--- config.mk ---
export PLATFORM = sky130hd
export DESIGN_NAME = ttsb_queue
export DESIGN_NICKNAME = d
export VERILOG_FILES = /design/src/sv/ttsb_pkg.sv /design/src/sv/ttsb_queue.sv
export SDC_FILE = /design/constraint.sdc
export NUM_CORES = 1
export LEC_CHECK = 0
export CORE_MARGIN = 1
export CORE_UTILIZATION = 63
export DETAILED_ROUTE_END_ITERATION = 16
export DONT_BUFFER_PORTS = 1
export PLACE_DENSITY = 0.79
export SYNTH_ARGS = -nofsm -noshare
export SYNTH_HDL_FRONTEND = slang
export SYNTH_SLANG_ARGS = --single-unit
--- constraint.sdc ---
create_clock -name clk -period 9.5 [get_ports clk]
set_input_delay 0.95 -clock clk [delete_from_list [all_inputs] [get_ports clk]]
set_output_delay 0.95 -clock clk [all_outputs]
set_load 0.02 [all_outputs]
--- src/sv/ttsb_pkg.sv ---
`default_nettype none
package ttsb_pkg;

    // Texel inputs per item and band limits
    localparam int TEXEL_INPUTS  = 4;
    localparam int MAX_BANDS_DEF = 4;

    // Fixed-point constants (heights Q8.8, normal Q1.14, weights Q1.8)
    localparam int NOISE_BASE     = 52429;  // 0.8 in Q.16
    localparam int STRIP_Q8       = 7680;   // 30.0 in Q.8
    localparam int BLEND_START    = 3072;   // 0.4 of a strip
    localparam int SHORE_LOW      = 896;    // 3.5 in Q.8
    localparam int SHORE_HIGH     = 1408;   // 5.5 in Q.8
    localparam int NU_STEEP       = 8192;   // 0.5 in Q1.14
    localparam int NU_SLOPE_MAX   = 13107;  // last code not above 0.8
    localparam int NU_SHORE_FULL  = 14746;  // first code above 0.9
    localparam int SLOPE_FADE_OFS = 40960;  // 5 * 0.5
    localparam int SHORE_FADE_OFS = 65536;  // 5 * 0.8
    localparam int RECIP_18       = 3641;   // ceil(2^16 / 18)
    localparam int RECIP_3        = 683;    // ceil(2^11 / 3)
    localparam int WEIGHT_ONE     = 256;

    // Queue between front and back
    localparam int Q_DEPTH = 2;
    localparam int Q_PTR_W = $clog2(Q_DEPTH);
    localparam int Q_CNT_W = $clog2(Q_DEPTH + 1);

    // Configuration register indexes
    localparam logic [1:0] REG_BAND_COUNT  = 2'd0;
    localparam logic [1:0] REG_NOISE_GAIN  = 2'd1;
    localparam logic [1:0] REG_GREY_MASK   = 2'd2;

    typedef struct packed {
        logic [2:0]  band_count;
        logic [15:0] noise_gain;
        logic [5:0]  grey_source_mask;
    } cfg_t;

    typedef struct packed {
        logic [15:0] terrain_height;
        logic [15:0] mirrored_height;
        logic [14:0] normal_up;
        logic [23:0] band_texel_0;
        logic [23:0] band_texel_1;
        logic [23:0] band_texel_2;
        logic [23:0] band_texel_3;
        logic [23:0] slope_texel;
        logic [23:0] shore_texel;
    } in_item_t;

    typedef struct packed {
        logic [7:0] red;
        logic [7:0] green;
        logic [7:0] blue;
        logic [1:0] band_index;
    } result_t;

    typedef enum logic [2:0] {
        MODE_PLAIN,
        MODE_STEEP,
        MODE_SLOPE_FADE,
        MODE_SHORE_FULL,
        MODE_SHORE_FADE
    } mode_t;

    // Classified item handed from front to back
    typedef struct packed {
        logic [1:0]        band_index;
        logic              blend;
        logic [12:0]       excess;
        mode_t             mode;
        logic [14:0]       fade_num;
        logic [3:0][23:0]  band_texels;
        logic [23:0]       slope_texel;
        logic [23:0]       shore_texel;
    } job_t;

    typedef struct packed {
        logic full;
        logic empty;
    } q_status_t;

endpackage
`default_nettype wire

--- src/sv/ttsb_queue.sv ---
`default_nettype none
module ttsb_queue (
    input  logic                 clk,
    input  logic                 rst_n,
    input  logic                 push,
    input  ttsb_pkg::job_t       din,
    input  logic                 pop,
    output ttsb_pkg::job_t       dout,
    output ttsb_pkg::q_status_t  status
);
    import ttsb_pkg::*;

    job_t                 entry_reg [Q_DEPTH];
    logic [Q_PTR_W-1:0]   wr_ptr_reg;
    logic [Q_PTR_W-1:0]   rd_ptr_reg;
    logic [Q_CNT_W-1:0]   count_reg;
    logic                 do_push;
    logic                 do_pop;

    assign status.full  = count_reg == Q_CNT_W'(Q_DEPTH);
    assign status.empty = count_reg == '0;
    assign do_push      = push && !status.full;
    assign do_pop       = pop && !status.empty;
    assign dout         = entry_reg[rd_ptr_reg];

    always_ff @(posedge clk)
    begin
        if (do_push)
            entry_reg[wr_ptr_reg] <= din;
    end

    always_ff @(posedge clk or negedge rst_n)
    begin
        if (!rst_n)
        begin
            wr_ptr_reg <= '0;
            rd_ptr_reg <= '0;
            count_reg  <= '0;
        end
        else
        begin
            if (do_push)
                wr_ptr_reg <= wr_ptr_reg + 1'b1;
            if (do_pop)
                rd_ptr_reg <= rd_ptr_reg + 1'b1;
            case ({do_push, do_pop})
                2'b10:   count_reg <= count_reg + 1'b1;
                2'b01:   count_reg <= count_reg - 1'b1;
                default: count_reg <= count_reg;
            endcase
        end
    end

endmodule
`default_nettype wire

==> out/results.ini <==
[run_status]
status=completed

[layout]
layout.area.seq_um2=10800
syn2layout_area_growth_pct=9.61
fill_cells=1241
final_util=0.704
num_antenna_cells=0
design_area_um2=14700
drive_above_1_share=0.377
finalNetCount=777
multi_input_area_um2=2480
largest_reg_flops=356

[timing]
hold_slack_ps=140
drv_slew=0
setup_viol=0
grt_setup_unrepaired=no
fmax_mhz=262
slew_headroom=0.187
hold_viol=0
worstMarginPinSlew_ps=1220
layout_min_cycle_time_ps=3810
fin_worst_skew_ps=18.0
min_period_over_period=0.401
fin_setup_tns_ps=0

[routing]
drc=0
vias_per_cell=6.03
firstDrtPassIters=5
wl_um=24900
ant_nets=0
avgRoutedWirePerCell_um=27.9
drtIter0Drc=366
vias=5370

[critical_path]
crit_buf_inv=1
startpoint_type=flop
critPathArrivalTime_ps=2860
crit_slowest_cell=buf_4
critPathKind=reg2out
cp.required_ps=8550
path_max_fanout=73
setup.worst_path.end_class=primary output
rr_worst_depth=4
max_stage_delay_ps=940
crit_cells=2
crit_family=buffers and inverters
crit_chain=buf_4 -> mux2_2

[clock_network]
cts_tree=built
clkLatencyLatePin_ps=500
root_buffer=clkbuf_16
postCtsHoldBufs=0
htreeDepth=2
cts_resized=0
clkTransAtPathRegs_ps=60
cts_setup_buffers=0
cts.sinks=360
cts_made_buffers=34
cts_buffer_depth=3

[power]
total_power_mw=5.14
peakVddDrop_uv=291
p_leak_nw=5.08
power_density_nw_per_um2=348

[floorplan]
initial_core_util=0.642
coreArea_um2=21000
dieArea_um2=21900
row_count=53
die_h_um=148
fp.dieW_um=148
ioPinCount=362

[hold_path]
min_path_type=in2async

[yosys]
synthFlopType=edfxtp_1
syn-num-nets=755
synthTopCellsByArea=edfxtp_1, mux2_4, mux2_2
synth_common_cells=edfxtp_1, mux2_4, mux2_2
synth.distinct_cells=15
ys_seq_area_frac=0.802
synth.top_cell.area_share=0.795
async_reset_ff_frac=0.0111
synthCells=572
syn_area_um2=13500
yosys.cell_count.top_type=edfxtp_1
synth.largest_area_cell=edfxtp_1
yosysWarnings=0
synth_area_per_cell_um2=23.5
ys_ff_latch=360
synth_enable_flop_cells=356

[global_routing]
antenna_found_initial=1
top_usage_layer=met2
gr-usage-all-layers=0.222
grt_first_pass_wirelength_um=34900
grtUsageMet1=0.240
use_met2=0.376
grt_overflow=0
grt_pass1_vias=5645
grt_max_degree=75
grtUsageMet3=0.108

[placement]
gp_congestion=0.745
portBuffers=0
hpwlAfterDp_um=16200
postPlaceCellArea_um2=13700

[job]
cap_violations=0

[cell type report]
type / count / share of cell area
Sequential cell: 360 / 0.732
Multi-Input combinational cell: 191 / 0.168
Clock buffer: 45 / 0.0648
Tap cell: 275 / 0.0233
Clock inverter: 13 / 0.00806
Timing Repair Buffer: 6 / 0.00305
Inverter: 1 / 0.000255
[routing by layer]
layer	vias up	wire, um
met4	2	789
met2	309	12600
li1	2313	-
met5	-	13
met1	2690	8250
met3	56	3180
[logic make-up (layout without fill, tap and decap cells)]
kind of cell,count (synthesis),count (layout),share of synthesized area
mux,178,178,0.177
fa+ha+maj,1,1,0.000930
buf+inv,21,65,0.0142
xor+xnor,5,5,0.00326
simple gates,7,7,0.00251
flops,360,360,0.802
[layout by cell type, fill, tap and decap left out, drive strengths merged, types with 2 or more instances in the layout]
cell type / count
edfxtp: 356
inv: 3
xor2: 2
nor2: 3
bufinv: 2
buf: 6
mux2: 178
xnor2: 3
clkinv: 8
dfrtp: 4
clkbuf: 45
[where the power goes]
group / leakage [nW] / switching, mW / internal (mW)
sequential: 3.35 / 0.133 / 2.18
clock: 0.522 / 0.536 / 0.763
combinational: 1.21 / 0.981 / 0.543
[stage by stage]
step,cells,worst slack [ps]
3_5_place_dp,833,6240
5_1_grt,891,5610
2_1_floorplan,572,354
6_report,891,5690
3_3_place_gp,833,6280
4_1_cts,891,5690
[path summary, 6_finish.rpt]
kind                                    from               end  slack (ps)
worst min register to register  count_reg[1]      count_reg[1]         510
worst max register to register  count_reg[0]  entry_reg[0][54]        6590
max in group asynchronous              rst_n        rd_ptr_reg        9280
worst min-delay path                   rst_n      count_reg[0]         140
worst max-delay path              rd_ptr_reg           dout[6]        5690
min in group clk                count_reg[1]      count_reg[1]         510
Power figures use the tool's default switching activity.
