<file path="src/sv/ttsb_pkg.sv">
`default_nettype none
package ttsb_pkg;

    // Texel inputs per item and band limits
    localparam int TEXEL_INPUTS  = 4;
    localparam int MAX_BANDS_DEF = 4;

    // Fixed-point constants (heights Q8.8, normal Q1.14, weights Q1.8)
    localparam int NOISE_BASE     = 52429;  // 0.8 in Q.16
    localparam int STRIP_Q8       = 7680;   // 30.0 in Q.8
    localparam int BLEND_START    = 3072;   // 0.4 of a strip
    localparam int SHORE_LOW      = 896;    // 3.5 in Q.8
    localparam int SHORE_HIGH     = 1408;   // 5.5 in Q.8
    localparam int NU_STEEP       = 8192;   // 0.5 in Q1.14
    localparam int NU_SLOPE_MAX   = 13107;  // last code not above 0.8
    localparam int NU_SHORE_FULL  = 14746;  // first code above 0.9
    localparam int SLOPE_FADE_OFS = 40960;  // 5 * 0.5
    localparam int SHORE_FADE_OFS = 65536;  // 5 * 0.8
    localparam int RECIP_18       = 3641;   // ceil(2^16 / 18)
    localparam int RECIP_3        = 683;    // ceil(2^11 / 3)
    localparam int WEIGHT_ONE     = 256;

    // Queue between front and back
    localparam int Q_DEPTH = 2;
    localparam int Q_PTR_W = $clog2(Q_DEPTH);
    localparam int Q_CNT_W = $clog2(Q_DEPTH + 1);

    // Configuration register indexes
    localparam logic [1:0] REG_BAND_COUNT  = 2'd0;
    localparam logic [1:0] REG_NOISE_GAIN  = 2'd1;
    localparam logic [1:0] REG_GREY_MASK   = 2'd2;

    typedef struct packed {
        logic [2:0]  band_count;
        logic [15:0] noise_gain;
        logic [5:0]  grey_source_mask;
    } cfg_t;

    typedef struct packed {
        logic [15:0] terrain_height;
        logic [15:0] mirrored_height;
        logic [14:0] normal_up;
        logic [23:0] band_texel_0;
        logic [23:0] band_texel_1;
        logic [23:0] band_texel_2;
        logic [23:0] band_texel_3;
        logic [23:0] slope_texel;
        logic [23:0] shore_texel;
    } in_item_t;

    typedef struct packed {
        logic [7:0] red;
        logic [7:0] green;
        logic [7:0] blue;
        logic [1:0] band_index;
    } result_t;

    typedef enum logic [2:0] {
        MODE_PLAIN,
        MODE_STEEP,
        MODE_SLOPE_FADE,
        MODE_SHORE_FULL,
        MODE_SHORE_FADE
    } mode_t;

    // Classified item handed from front to back
    typedef struct packed {
        logic [1:0]        band_index;
        logic              blend;
        logic [12:0]       excess;
        mode_t             mode;
        logic [14:0]       fade_num;
        logic [3:0][23:0]  band_texels;
        logic [23:0]       slope_texel;
        logic [23:0]       shore_texel;
    } job_t;

    typedef struct packed {
        logic full;
        logic empty;
    } q_status_t;

endpackage
`default_nettype wire

</file>
<file path="src/sv/ttsb_front.sv">
`default_nettype none
module ttsb_front (
    input  logic              clk,
    input  logic              rst_n,
    input  logic              take,
    input  ttsb_pkg::in_item_t item,
    input  ttsb_pkg::cfg_t    cfg,
    input  logic [2:0]        band_limit,
    input  logic              hold,
    output logic              push,
    output ttsb_pkg::job_t    job
);
    import ttsb_pkg::*;

    logic        s1_valid_reg;
    in_item_t    s1_item_reg;
    logic [31:0] gm_reg;

    logic        s2_valid_reg;
    in_item_t    s2_item_reg;
    logic [40:0] hf_reg;

    logic        s3_valid_reg;
    job_t        job_reg;

    logic [24:0] factor;
    logic [40:0] hf_next;
    job_t        job_next;

    // Stage 2: noise factor and scaled height product
    always_comb
    begin
        factor  = 25'(NOISE_BASE) + {1'b0, gm_reg[31:8]};
        hf_next = 41'(s1_item_reg.terrain_height) * 41'(factor);
    end

    // Stage 3: band choice and normal classification
    always_comb
    begin
        logic [24:0] hs;
        logic        beyond;
        logic [15:0] num;
        logic [1:0]  idx;
        logic [12:0] rem;
        logic [1:0]  last;
        logic [17:0] five_nu;
        logic [14:0] nu;
        logic        shore_band;

        hs      = hf_reg[40:16];
        beyond  = hs >= 25'(STRIP_Q8);
        num     = 16'(hs[12:0]) * 16'(band_limit);
        last    = 2'(band_limit - 3'd1);
        nu      = s2_item_reg.normal_up;
        five_nu = {1'b0, nu, 2'b00} + {3'b000, nu};
        shore_band = (hs > 25'(SHORE_LOW)) && (hs < 25'(SHORE_HIGH));

        if (num >= 16'(3 * STRIP_Q8))
        begin
            idx = 2'd3;
            rem = 13'(num - 16'(3 * STRIP_Q8));
        end
        else if (num >= 16'(2 * STRIP_Q8))
        begin
            idx = 2'd2;
            rem = 13'(num - 16'(2 * STRIP_Q8));
        end
        else if (num >= 16'(STRIP_Q8))
        begin
            idx = 2'd1;
            rem = 13'(num - 16'(STRIP_Q8));
        end
        else
        begin
            idx = 2'd0;
            rem = num[12:0];
        end

        job_next = '0;
        job_next.excess = rem - 13'(BLEND_START);
        if (beyond)
        begin
            job_next.band_index = last;
            job_next.blend      = 1'b0;
        end
        else
        begin
            job_next.band_index = idx;
            job_next.blend      = (idx < last) && (rem > 13'(BLEND_START));
        end

        if (nu <= 15'(NU_SLOPE_MAX))
        begin
            job_next.fade_num = 15'(five_nu - 18'(SLOPE_FADE_OFS));
            if (nu < 15'(NU_STEEP))
                job_next.mode = MODE_STEEP;
            else
                job_next.mode = MODE_SLOPE_FADE;
        end
        else if (shore_band)
        begin
            job_next.fade_num = 15'(five_nu - 18'(SHORE_FADE_OFS));
            if (nu >= 15'(NU_SHORE_FULL))
                job_next.mode = MODE_SHORE_FULL;
            else
                job_next.mode = MODE_SHORE_FADE;
        end
        else
        begin
            job_next.fade_num = '0;
            job_next.mode     = MODE_PLAIN;
        end

        job_next.band_texels = {s2_item_reg.band_texel_3, s2_item_reg.band_texel_2,
                                s2_item_reg.band_texel_1, s2_item_reg.band_texel_0};
        job_next.slope_texel = s2_item_reg.slope_texel;
        job_next.shore_texel = s2_item_reg.shore_texel;
    end

    always_ff @(posedge clk or negedge rst_n)
    begin
        if (!rst_n)
        begin
            s1_valid_reg <= 1'b0;
            s2_valid_reg <= 1'b0;
            s3_valid_reg <= 1'b0;
        end
        else if (!hold)
        begin
            s1_valid_reg <= take;
            s2_valid_reg <= s1_valid_reg;
            s3_valid_reg <= s2_valid_reg;
        end
    end

    always_ff @(posedge clk)
    begin
        if (!hold)
        begin
            s1_item_reg <= item;
            gm_reg      <= 32'(item.mirrored_height) * 32'(cfg.noise_gain);
            s2_item_reg <= s1_item_reg;
            hf_reg      <= hf_next;
            job_reg     <= job_next;
        end
    end

    assign push = s3_valid_reg && !hold;
    assign job  = job_reg;

endmodule
`default_nettype wire

</file>
<file path="config.mk">
export PLATFORM = sky130hd
export DESIGN_NAME = ttsb_front
export DESIGN_NICKNAME = d
export VERILOG_FILES = /design/src/sv/ttsb_pkg.sv /design/src/sv/ttsb_front.sv
export SDC_FILE = /design/constraint.sdc
export NUM_CORES = 2
export LEC_CHECK = 0
export BUFFER_PORTS_ARGS = -buffer_cell sky130_fd_sc_hd__buf_2
export CAP_MARGIN = 0
export CORE_UTILIZATION = 50
export CTS_BUF_LIST = sky130_fd_sc_hd__clkbuf_16
export DETAILED_ROUTE_END_ITERATION = 10
export PLACE_DENSITY = 0.69
export SYNTH_ARGS = -nofsm -noshare
export SYNTH_HDL_FRONTEND = slang
export SYNTH_SLANG_ARGS = --single-unit
</file>
<file path="constraint.sdc">
create_clock -name clk -period 13.3 [get_ports clk]
set_input_delay 2.66 -clock clk [delete_from_list [all_inputs] [get_ports clk]]
set_output_delay 2.66 -clock clk [all_outputs]
set_load 0.1 [all_outputs]
</file>
==> impl_metrics.toml <==
[synthesis]
synth_area_mm2 = 0.03970
synth_cell_types = 75
synth-edff-count = 561
synth-warning-count = 0
async_reset_ff_frac = 0.005319
post_synth_fa_ha_maj_area_fraction = 0.3422
muxShareOfSynthArea = 0.001891
post_synth_xor_area_fraction = 0.02029
synthTopCellsByArea = "edfxtp_1, fa_1, ha_1"
synth-compound-area-share = 0.03504
synth.net_count = 4212
synth_top_area_frac = 0.4243
synth_seq_area_share = 0.4262
post-synth-top-area-cell = "edfxtp_1"
synth.avg_cell_area_um2 = 12.34
synth-simple-area-share = 0.1072
synthesis.instances = 3218
synth_top_family_by_area = "adder cells"
synth_flop_cell = "edfxtp_1"
synth_seq_cells = 564

[sta]
max-slew-margin-rel = 0.2621
fin_worst_skew_ns = 0.04588
part_of_the_cycle_the_worst_path_needs = 0.7443
grt_setup_unrepaired = "no"
max_freq_ghz = 0.1010
finalHoldViolCount = 0
finalSetupTns_ns = 0
hold_ws_ns = 0.3752
worst-slew-pin-transition_ns = 1.107
final_max_slew_viol_count = 0
period_minus_slack_ns = 9.899
setup_viol_count_final = 0

[setup_path]
timing.critical_path.fanout_max = 17
timing_worst_setup_path_type = "flop to flop"
timing.critical_path.slowest_cell_delay_ns = 0.82
worst_setup_path_end_kind = "flop"
path_common_cell = "fa_1"
cp_slowest_cell = "xor2_2"
critical_path_arrival_ns = 10.24
cp_data_required_time_ns = 13.64
start_kind = "flop"

[clock_network]
postCtsResizedCells = 0
tritoncts.num_buffers = 55
tritoncts = "done"
insertion_delay_ns = 0.63
cts_post_setup_buffers_inserted = 0
cts.root.buffer_cell = "clkbuf_16"
h-tree-depth = 2
ctsLongestPathBuffers = 3
cts_hold_buf = 0
cts_num_sinks = 564
clkSlewWorstSetupHoldPaths_ns = 0.06

[cells_and_area]
multi_input_area_mm2 = 0.02018
sequential_cell_area_mm2 = 0.01692
final_design_area_no_fill_mm2 = 0.04483
layout-drive-gt1-share = 0.1495
layout_commonest_cell = "inv_1"
filler_cells_inserted = 6426
net_total_in_the_final_layout = 4603
area_overhead_vs_synth_pct = 12.91
max_reg_flops = 178
fin_cells = 4696
mostFrequentLayoutCells = "inv_1, edfxtp_1, fa_1, nand2_1, buf_2"

[floorplanning]
rows = 102
design.die.area_mm2 = 0.08054
die-height_um = 283.8
initial_utilization = 0.5092
die-width_um = 283.8
pin_count = 402
design.core.area_mm2 = 0.07798

[global_routing]
groute.layer.met1.usage = 0.2650
gr_usage_total = 0.2062
initial_antenna_violation_count = 6
grt_pass1_wl_um = 131300
grt_max_degree = 210
groute.layer.met2.usage = 0.3575
met3_usage = 0.03842
number_of_global_route_vias_before_repair = 25011
top_usage_layer = "met2"
global_route_total_overflow = 0

[routing]
post_drt_via_cell_ratio = 5.065
detail_route.wirelength_um = 80830
post_drt_wl_per_cell_um = 17.21
firstDrtPassIters = 6
antenna_left = 0
post-route-drc-count = 0
drtIter0Drc = 1484
via_count = 23784

[placed_design]
standard_cell_area_after_detailed_placement_mm2 = 0.04298
io_buffers = 392
placed_cells = 4592
place.gp.congestion = 0.8542
dpl.hpwl_um = 58880

[status]
run_status = "completed"

[min_path]
holdCritPathClass = "flop to flop"

[job]
maxCapViolCount = 0
-- per-layer routing --
metal  vias to the layer above  routed length [um]  share of wire
met3                       122                5313          0.066
met5                         -                  13        0.00016
li1                      11013                   -              -
met2                       697               41040           0.51
met4                         2                1776          0.022
met1                     11950               32690           0.40
-- logic make-up (layout without fill, tap and decap cells) --
family | Yosys count | count (layout)
simple gates | 883 | 883
xor+xnor | 92 | 92
buf+inv | 709 | 1142
other cells | 0 | 5
compound gates | 192 | 192
flops | 564 | 564
fa+ha+maj | 771 | 771
mux | 7 | 7
-- synth_stat cells, types with 4 or more instances --
cell and number:
o211ai_1 9, and2_1 261, edfxtp_1 561, inv_1 611
o31ai_1 7, a21o_1 25, a21oi_1 46, ha_1 246
nand2_1 450, o21ai_0 24, a221oi_1 4, xnor2_1 58
a31oi_1 5, nand4_1 7, nor4_1 7, a211oi_1 10
nand3_1 19, nor2b_1 25, mux2_2 4, o21a_1 9
clkbuf_1 93, and3_1 13, fa_1 525, nor2_1 52
o21bai_1 8, nor3_1 20, xor2_1 34, nand2b_1 9
-- per-stage QoR --
step | utilization | worst slack, ns
2_1_floorplan | - | 1.932
3_3_place_gp | 0.5512 | 3.527
3_5_place_dp | 0.5512 | 3.425
4_1_cts | 0.5747 | 3.390
5_1_grt | 0.5748 | 2.839
6_report | 0.5749 | 3.401
-- path summary, 6_finish.rpt --
path / start / endpoint / slack [ns] / cells past startpoint
setup / recovery: gm_reg[8] / hf_reg[40] / 3.40 / 30
min in group asynchronous: rst_n / s3_valid_reg / 1.87 / 1
hold / removal: job_next[112] / job[112] / 0.38 / 0
max in group asynchronous: rst_n / s1_valid_reg / 11.32 / 1
setup reg to reg: gm_reg[8] / hf_reg[40] / 3.40 / 30
hold reg to reg: job_next[112] / job[112] / 0.38 / 0
-- cell type report --
class | instances | share of cell area
clock buffer | 55 | 0.03070
tap | 1040 | 0.02903
clock inverter | 44 | 0.01019
multi-input combinational | 1945 | 0.4501
sequential | 564 | 0.3775
antenna | 5 | 0.0002791
inverter | 612 | 0.05136
timing repair buffer | 431 | 0.05085
-- worst max-delay path: cells and delay by family, from the launching register on --
| kind | cells | cell delay [ns] |
|---|---|---|
| flip-flops | 1 | 0.35 |
| XOR/XNOR | 2 | 0.95 |
| AND/OR/NAND/NOR | 12 | 2.71 |
| buffers and inverters | 4 | 0.38 |
| AO/OA/AOI/OAI | 4 | 1.43 |
| adder cells (fa/ha/maj) | 8 | 3.78 |
Power is not shown: default switching activity piles up to over one toggle a cycle in this logic, so the estimate is an artifact.
