[src/sv/ttsb_pkg.sv]
`default_nettype none
package ttsb_pkg;

    // Texel inputs per item and band limits
    localparam int TEXEL_INPUTS  = 4;
    localparam int MAX_BANDS_DEF = 4;

    // Fixed-point constants (heights Q8.8, normal Q1.14, weights Q1.8)
    localparam int NOISE_BASE     = 52429;  // 0.8 in Q.16
    localparam int STRIP_Q8       = 7680;   // 30.0 in Q.8
    localparam int BLEND_START    = 3072;   // 0.4 of a strip
    localparam int SHORE_LOW      = 896;    // 3.5 in Q.8
    localparam int SHORE_HIGH     = 1408;   // 5.5 in Q.8
    localparam int NU_STEEP       = 8192;   // 0.5 in Q1.14
    localparam int NU_SLOPE_MAX   = 13107;  // last code not above 0.8
    localparam int NU_SHORE_FULL  = 14746;  // first code above 0.9
    localparam int SLOPE_FADE_OFS = 40960;  // 5 * 0.5
    localparam int SHORE_FADE_OFS = 65536;  // 5 * 0.8
    localparam int RECIP_18       = 3641;   // ceil(2^16 / 18)
    localparam int RECIP_3        = 683;    // ceil(2^11 / 3)
    localparam int WEIGHT_ONE     = 256;

    // Queue between front and back
    localparam int Q_DEPTH = 2;
    localparam int Q_PTR_W = $clog2(Q_DEPTH);
    localparam int Q_CNT_W = $clog2(Q_DEPTH + 1);

    // Configuration register indexes
    localparam logic [1:0] REG_BAND_COUNT  = 2'd0;
    localparam logic [1:0] REG_NOISE_GAIN  = 2'd1;
    localparam logic [1:0] REG_GREY_MASK   = 2'd2;

    typedef struct packed {
        logic [2:0]  band_count;
        logic [15:0] noise_gain;
        logic [5:0]  grey_source_mask;
    } cfg_t;

    typedef struct packed {
        logic [15:0] terrain_height;
        logic [15:0] mirrored_height;
        logic [14:0] normal_up;
        logic [23:0] band_texel_0;
        logic [23:0] band_texel_1;
        logic [23:0] band_texel_2;
        logic [23:0] band_texel_3;
        logic [23:0] slope_texel;
        logic [23:0] shore_texel;
    } in_item_t;

    typedef struct packed {
        logic [7:0] red;
        logic [7:0] green;
        logic [7:0] blue;
        logic [1:0] band_index;
    } result_t;

    typedef enum logic [2:0] {
        MODE_PLAIN,
        MODE_STEEP,
        MODE_SLOPE_FADE,
        MODE_SHORE_FULL,
        MODE_SHORE_FADE
    } mode_t;

    // Classified item handed from front to back
    typedef struct packed {
        logic [1:0]        band_index;
        logic              blend;
        logic [12:0]       excess;
        mode_t             mode;
        logic [14:0]       fade_num;
        logic [3:0][23:0]  band_texels;
        logic [23:0]       slope_texel;
        logic [23:0]       shore_texel;
    } job_t;

    typedef struct packed {
        logic full;
        logic empty;
    } q_status_t;

endpackage
`default_nettype wire

[src/sv/ttsb_back.sv]
`default_nettype none
module ttsb_back (
    input  logic                clk,
    input  logic                rst_n,
    input  logic                q_empty,
    input  ttsb_pkg::job_t      q_data,
    input  ttsb_pkg::cfg_t      cfg,
    output logic                pop,
    output logic                done,
    output ttsb_pkg::result_t   result
);
    import ttsb_pkg::*;

    function automatic logic [23:0] greyed(input logic [23:0] texel, input logic grey);
        logic [7:0] r;
        r = texel[23:16];
        return grey ? {r, r, r} : texel;
    endfunction

    // Stage 1: band blend weight and fade ratio
    logic        b1_valid_reg;
    job_t        b1_job_reg;
    logic [7:0]  w2_reg;
    logic [7:0]  r_reg;
    logic [24:0] w2_prod;
    logic [19:0] r_prod;

    // Stage 2: final weights and sources
    logic             b2_valid_reg;
    logic [1:0]       b2_idx_reg;
    logic [3:0][23:0] src_reg;
    logic [3:0][8:0]  wt_reg;
    logic [3:0][23:0] src_next;
    logic [3:0][8:0]  wt_next;

    // Stage 3: channel terms
    logic                 b3_valid_reg;
    logic [1:0]           b3_idx_reg;
    logic [3:0][2:0][7:0] term_reg;
    logic [3:0][2:0][7:0] term_next;

    // Stage 4: sums
    logic     done_reg;
    result_t  result_reg;
    result_t  result_next;

    assign pop = !q_empty;

    always_comb
    begin
        w2_prod = 25'(q_data.excess) * 25'(RECIP_18);
        r_prod  = 20'(q_data.fade_num[14:5]) * 20'(RECIP_3);
    end

    always_comb
    begin
        logic [8:0]  w1;
        logic [8:0]  w2;
        logic [8:0]  side;
        logic [16:0] sc1;
        logic [16:0] sc2;
        logic [1:0]  idx;
        logic [1:0]  idx_up;

        w1   = 9'(WEIGHT_ONE) - {1'b0, w2_reg};
        w2   = {1'b0, w2_reg};
        side = 9'(WEIGHT_ONE) - {1'b0, r_reg};
        sc1  = 17'(w1) * 17'(r_reg);
        sc2  = 17'(w2) * 17'(r_reg);

        case (b1_job_reg.mode)
            MODE_STEEP:
                wt_next = {9'd0, 9'(WEIGHT_ONE), 9'd0, 9'd0};
            MODE_SLOPE_FADE:
                wt_next = {9'd0, side, sc2[16:8], sc1[16:8]};
            MODE_SHORE_FULL:
                wt_next = {9'(WEIGHT_ONE), 9'd0, 9'd0, 9'd0};
            MODE_SHORE_FADE:
                wt_next = {side, 9'd0, sc2[16:8], sc1[16:8]};
            default:
                wt_next = {9'd0, 9'd0, w2, w1};
        endcase

        idx    = b1_job_reg.band_index;
        idx_up = idx + 2'd1;
        src_next[0] = greyed(b1_job_reg.band_texels[idx],
                             cfg.grey_source_mask[{1'b0, idx}]);
        src_next[1] = greyed(b1_job_reg.band_texels[idx_up],
                             cfg.grey_source_mask[{1'b0, idx_up}]);
        src_next[2] = greyed(b1_job_reg.slope_texel, cfg.grey_source_mask[4]);
        src_next[3] = greyed(b1_job_reg.shore_texel, cfg.grey_source_mask[5]);
    end

    always_comb
    begin
        logic [16:0] p;
        for (int s = 0; s < 4; s++)
        begin
            for (int c = 0; c < 3; c++)
            begin
                p = 17'(src_reg[s][c*8 +: 8]) * 17'(wt_reg[s]);
                term_next[s][c] = p[15:8];
            end
        end
    end

    always_comb
    begin
        logic [2:0][7:0] sum;
        for (int c = 0; c < 3; c++)
            sum[c] = term_reg[0][c] + term_reg[1][c] + term_reg[2][c] + term_reg[3][c];
        result_next.red        = sum[2];
        result_next.green      = sum[1];
        result_next.blue       = sum[0];
        result_next.band_index = b3_idx_reg;
    end

    always_ff @(posedge clk or negedge rst_n)
    begin
        if (!rst_n)
        begin
            b1_valid_reg <= 1'b0;
            b2_valid_reg <= 1'b0;
            b3_valid_reg <= 1'b0;
            done_reg     <= 1'b0;
        end
        else
        begin
            b1_valid_reg <= pop;
            b2_valid_reg <= b1_valid_reg;
            b3_valid_reg <= b2_valid_reg;
            done_reg     <= b3_valid_reg;
        end
    end

    always_ff @(posedge clk)
    begin
        b1_job_reg <= q_data;
        w2_reg     <= q_data.blend ? w2_prod[23:16] : 8'd0;
        r_reg      <= r_prod[18:11];
        b2_idx_reg <= b1_job_reg.band_index;
        src_reg    <= src_next;
        wt_reg     <= wt_next;
        b3_idx_reg <= b2_idx_reg;
        term_reg   <= term_next;
        result_reg <= result_next;
    end

    assign done   = done_reg;
    assign result = result_reg;

endmodule
`default_nettype wire

[config.mk]
export PLATFORM = sky130hd
export DESIGN_NAME = ttsb_back
export DESIGN_NICKNAME = d
export VERILOG_FILES = /design/src/sv/ttsb_pkg.sv /design/src/sv/ttsb_back.sv
export SDC_FILE = /design/constraint.sdc
export NUM_CORES = 2
export LEC_CHECK = 0
export ABC_CLOCK_PERIOD_IN_PS = 6900
export BUFFER_PORTS_ARGS = -buffer_cell sky130_fd_sc_hd__buf_2
export CAP_MARGIN = 20
export CORE_MARGIN = 3
export CORE_UTILIZATION = 33
export DETAILED_ROUTE_END_ITERATION = 10
export HOLD_SLACK_MARGIN = 0.03
export REMOVE_ABC_BUFFERS = 1
export SYNTH_ARGS = -nofsm -noshare
export SYNTH_HDL_FRONTEND = slang
export SYNTH_SLANG_ARGS = --single-unit
[constraint.sdc]
create_clock -name clk -period 6.9 [get_ports clk]
set_input_delay 2.07 -clock clk [delete_from_list [all_inputs] [get_ports clk]]
set_output_delay 2.07 -clock clk [all_outputs]
set_load 0.05 [all_outputs]
==> flow_summary.yaml <==
timing:
  timing.final.max_slew_violations: 0
  grt_setup_unrepaired: "no"
  setup_viol: 0
  setup_ws_ns: 0.8489
  relSlewSlack_pct: 30.82
  hold_viol: 0
  skew_ns: 0.03859
  worst-slew-pin-transition_ns: 1.036
  finalCritPeriodShare_pct: 87.70
  fmax_mhz: 165.3
  fin_crit_ns: 6.051
  final.setup.tns_ns: 0
layout:
  design_area_um2: 48600
  drive_gt1_share_pct: 8.463
  seq_area_um2: 8553
  syn_to_final_growth_pct: 11.11
  multi_input_area_um2: 31670
  fillCellCount: 13040
  largest_reg_flops: 149
  final_common_cell: "inv_1"
  final_nets: 6143
  final_cell_mix: "787 x inv_1, 638 x fa_1, 603 x ha_1, 553 x nand2_1, 495 x and2_1"
synthesis:
  syn_area_per_cell_um2: 9.635
  synth_top_flop_cell: "dfxtp_1"
  async_reset_ff_share_pct: 0.9390
  synth_edf_count: 0
  synth_seq_cells: 426
  synth_simple_gate_area_share_pct: 15.09
  synth_area_um2: 43740
  yosysTopAreaCell: "fa_1"
  synth-xor-area-share_pct: 3.744
  synthTopCellsByArea: "fa_1 29%, dfxtp_1 19%, ha_1 17%"
  synth_top_area_share_pct: 29.20
  synth_compound_area_share_pct: 5.031
  yosysSeqAreaShare_pct: 19.54
  synth_mux_area_share_pct: 2.097
  synth_adder_area_share_pct: 46.44
  syn-instance-count: 4540
  yosysUniqueCellTypes: 64
  synth_warnings: 0
  synth_top_family_by_area: "adder cells"
worst_setup_path:
  r2r-end: "wt_reg[7]"
  r2r_setup_slack_ns: 0.92
  worst-endpoint-required_ns: 7.40
  r2r-start: "w2_reg[1]"
  cp_max_fo: 6
  reg2regPathDepth: 19
  cp_slowest_cell: "fa_1"
  crit_top_cell: "fa_1"
  crit_type: "in -> reg"
  cpPeakStageDelay_ns: 0.54
  arrival_ns: 6.55
  start_kind: "input pin"
  crit_path_cell_trace: "buf_2 > fa_1 > ha_1 > fa_1 > inv_1 > fa_1 > fa_1 > inv_1 > ha_1 > a21oi_1 > o21ai_0 > a211oi_1 > o21ai_1 > a211oi_2 > nor4b_1 > or3_1"
  cp-end-kind: "flop"
global_routing:
  overflow: 0
  grt_pass1_vias: 32320
  grt.total_usage_pct: 15.13
  use_met2_pct: 25.77
  met3_usage_pct: 2.130
  grt_max_degree: 84
  antenna_found_initial: 2
  grt_pass1_wl_um: 167700
  use_met1_pct: 20.09
  grt-busiest-layer: "met2"
clock_network:
  cts_root_buf: "clkbuf_16"
  cts-buffers-inserted: 52
  cts_resized: 0
  clock-sinks: 426
  clock_latency_ns: 0.65
  htree_num_levels: 2
  clockBufferDepth: 3
  clkTransAtPathRegs_ns: 0.06
  cts_setup_buffers: 0
  ctsHoldBuffers: 0
  cts_tree: "done"
placed_design:
  pre_cts_ws_ns: 0.1395
  dp_hpwl_um: 81330
  io_buffers: 209
  placed_area_um2: 46710
  place_congestion: 0.8290
drt:
  wl_um: 100500
  drtIter0Drc: 1248
  dr.pass1.iters: 5
  drc: 0
  vias: 30070
  wire_per_inst_um: 15.50
  viasPerCell: 4.636
  detail-route-antenna-nets: 0
floorplanning:
  dieHeight_um: 370.1
  num_rows: 132
  start_util_pct: 33.48
  pin_count: 234
  die_area_um2: 137000
  coreArea_um2: 130600
  fp.dieW_um: 370.1
pwr:
  p_leak_uw: 0.02429
  p_per_area_nw_per_um2: 504.8
  total_power_uw: 24540
  ir_drop_v: 0.0008144
hold_path:
  hold_depth: 0
  worst_hold_startpoint: "b3_idx_reg[0]"
  hold_class: "reg -> reg"
  min_to: "result[0]"
job:
  maxCapViolCount: 0
outcome:
  status: "finished clean"
==> cells in the mapped netlist, drive strengths merged (5+ instances only) <==
cell type and number:
inv 787, fa 638, ha 603, nand2 553, and2 495, dfxtp 422, o21ai 149, xnor2 140
clkbuf 134, nor2 127, a21oi 78, xor2 47, nor3 38, mux2i 32, nand3 31, mux4 18
mux2 17, and3 15, a21o 14, buf 14, a211oi 13, o211ai 13, o21a 13, a31oi 12
or3 12, nand2b 11, o31ai 11, nor2b 10, o21bai 9, nand4 8, nand4b 7, o211a 7
a221oi 6, nor4 6, or2 6, a211o 5
==> metrics by stage <==
step | hold slack (ns) | util (%) | instances
floorplan | 0.3096 | - | 4392
global placement | 0.3098 | 35.76 | 6384
detailed placement | 0.3121 | 35.76 | 6384
CTS | 0.3259 | 37.20 | 6480
global route | 0.3307 | 37.20 | 6482
finish | 0.3258 | 37.20 | 6485
==> logic make-up (layout without fill, tap and decap cells) <==
logic type	after synthesis	after routing
xor+xnor	187	187
flops	426	426
buf+inv	935	1133
simple gates	1333	1333
compound gates	351	351
mux	67	67
fa+ha+maj	1241	1241
other cells	0	5
==> report_power, final <==
group	total (uW)	switching [uW]	leakage (uW)	internal [uW]
clock network	2940	1180	0.000914	1760
logic	17800	10000	0.0198	7750
registers	3790	687	0.00358	3100
==> routing by layer <==
| metal | share of wire, % | wire length, um | up-vias |
|---|---|---|---|
| li1 | - | - | 14440 |
| met1 | 45 | 45740 | 15020 |
| met2 | 48 | 48330 | 487 |
| met3 | 4.1 | 4072 | 115 |
| met4 | 2.4 | 2399 | 0 |
| met5 | 0 | 0 | - |
==> final cells by class <==
cell class | count | area share, %
Clock buffer | 66 | 3.035
Multi-Input combinational cell | 3179 | 65.17
Antenna cell | 5 | 0.02574
Sequential cell | 426 | 17.60
Clock inverter | 30 | 0.8263
Inverter | 787 | 6.078
Timing Repair Buffer | 250 | 2.785
Tap cell | 1742 | 4.484
==> how the worst max path moves through the flow <==
stage,from,to,depth (start not counted)
floorplan,q_data[170],w2_reg[6],15
global placement,q_data[170],w2_reg[6],16
detailed placement,q_data[170],w2_reg[6],16
CTS,q_data[170],w2_reg[6],16
global route,w2_reg[1],wt_reg[7],19
finish,q_data[170],w2_reg[6],16
==> critical path: cells and delay by family <==
family,cells,cell delay (ns)
simple gates,2,0.46
fa+ha+maj,6,2.60
compound gates,5,1.19
buf+inv,3,0.24
Power figures use the tool's default switching activity.
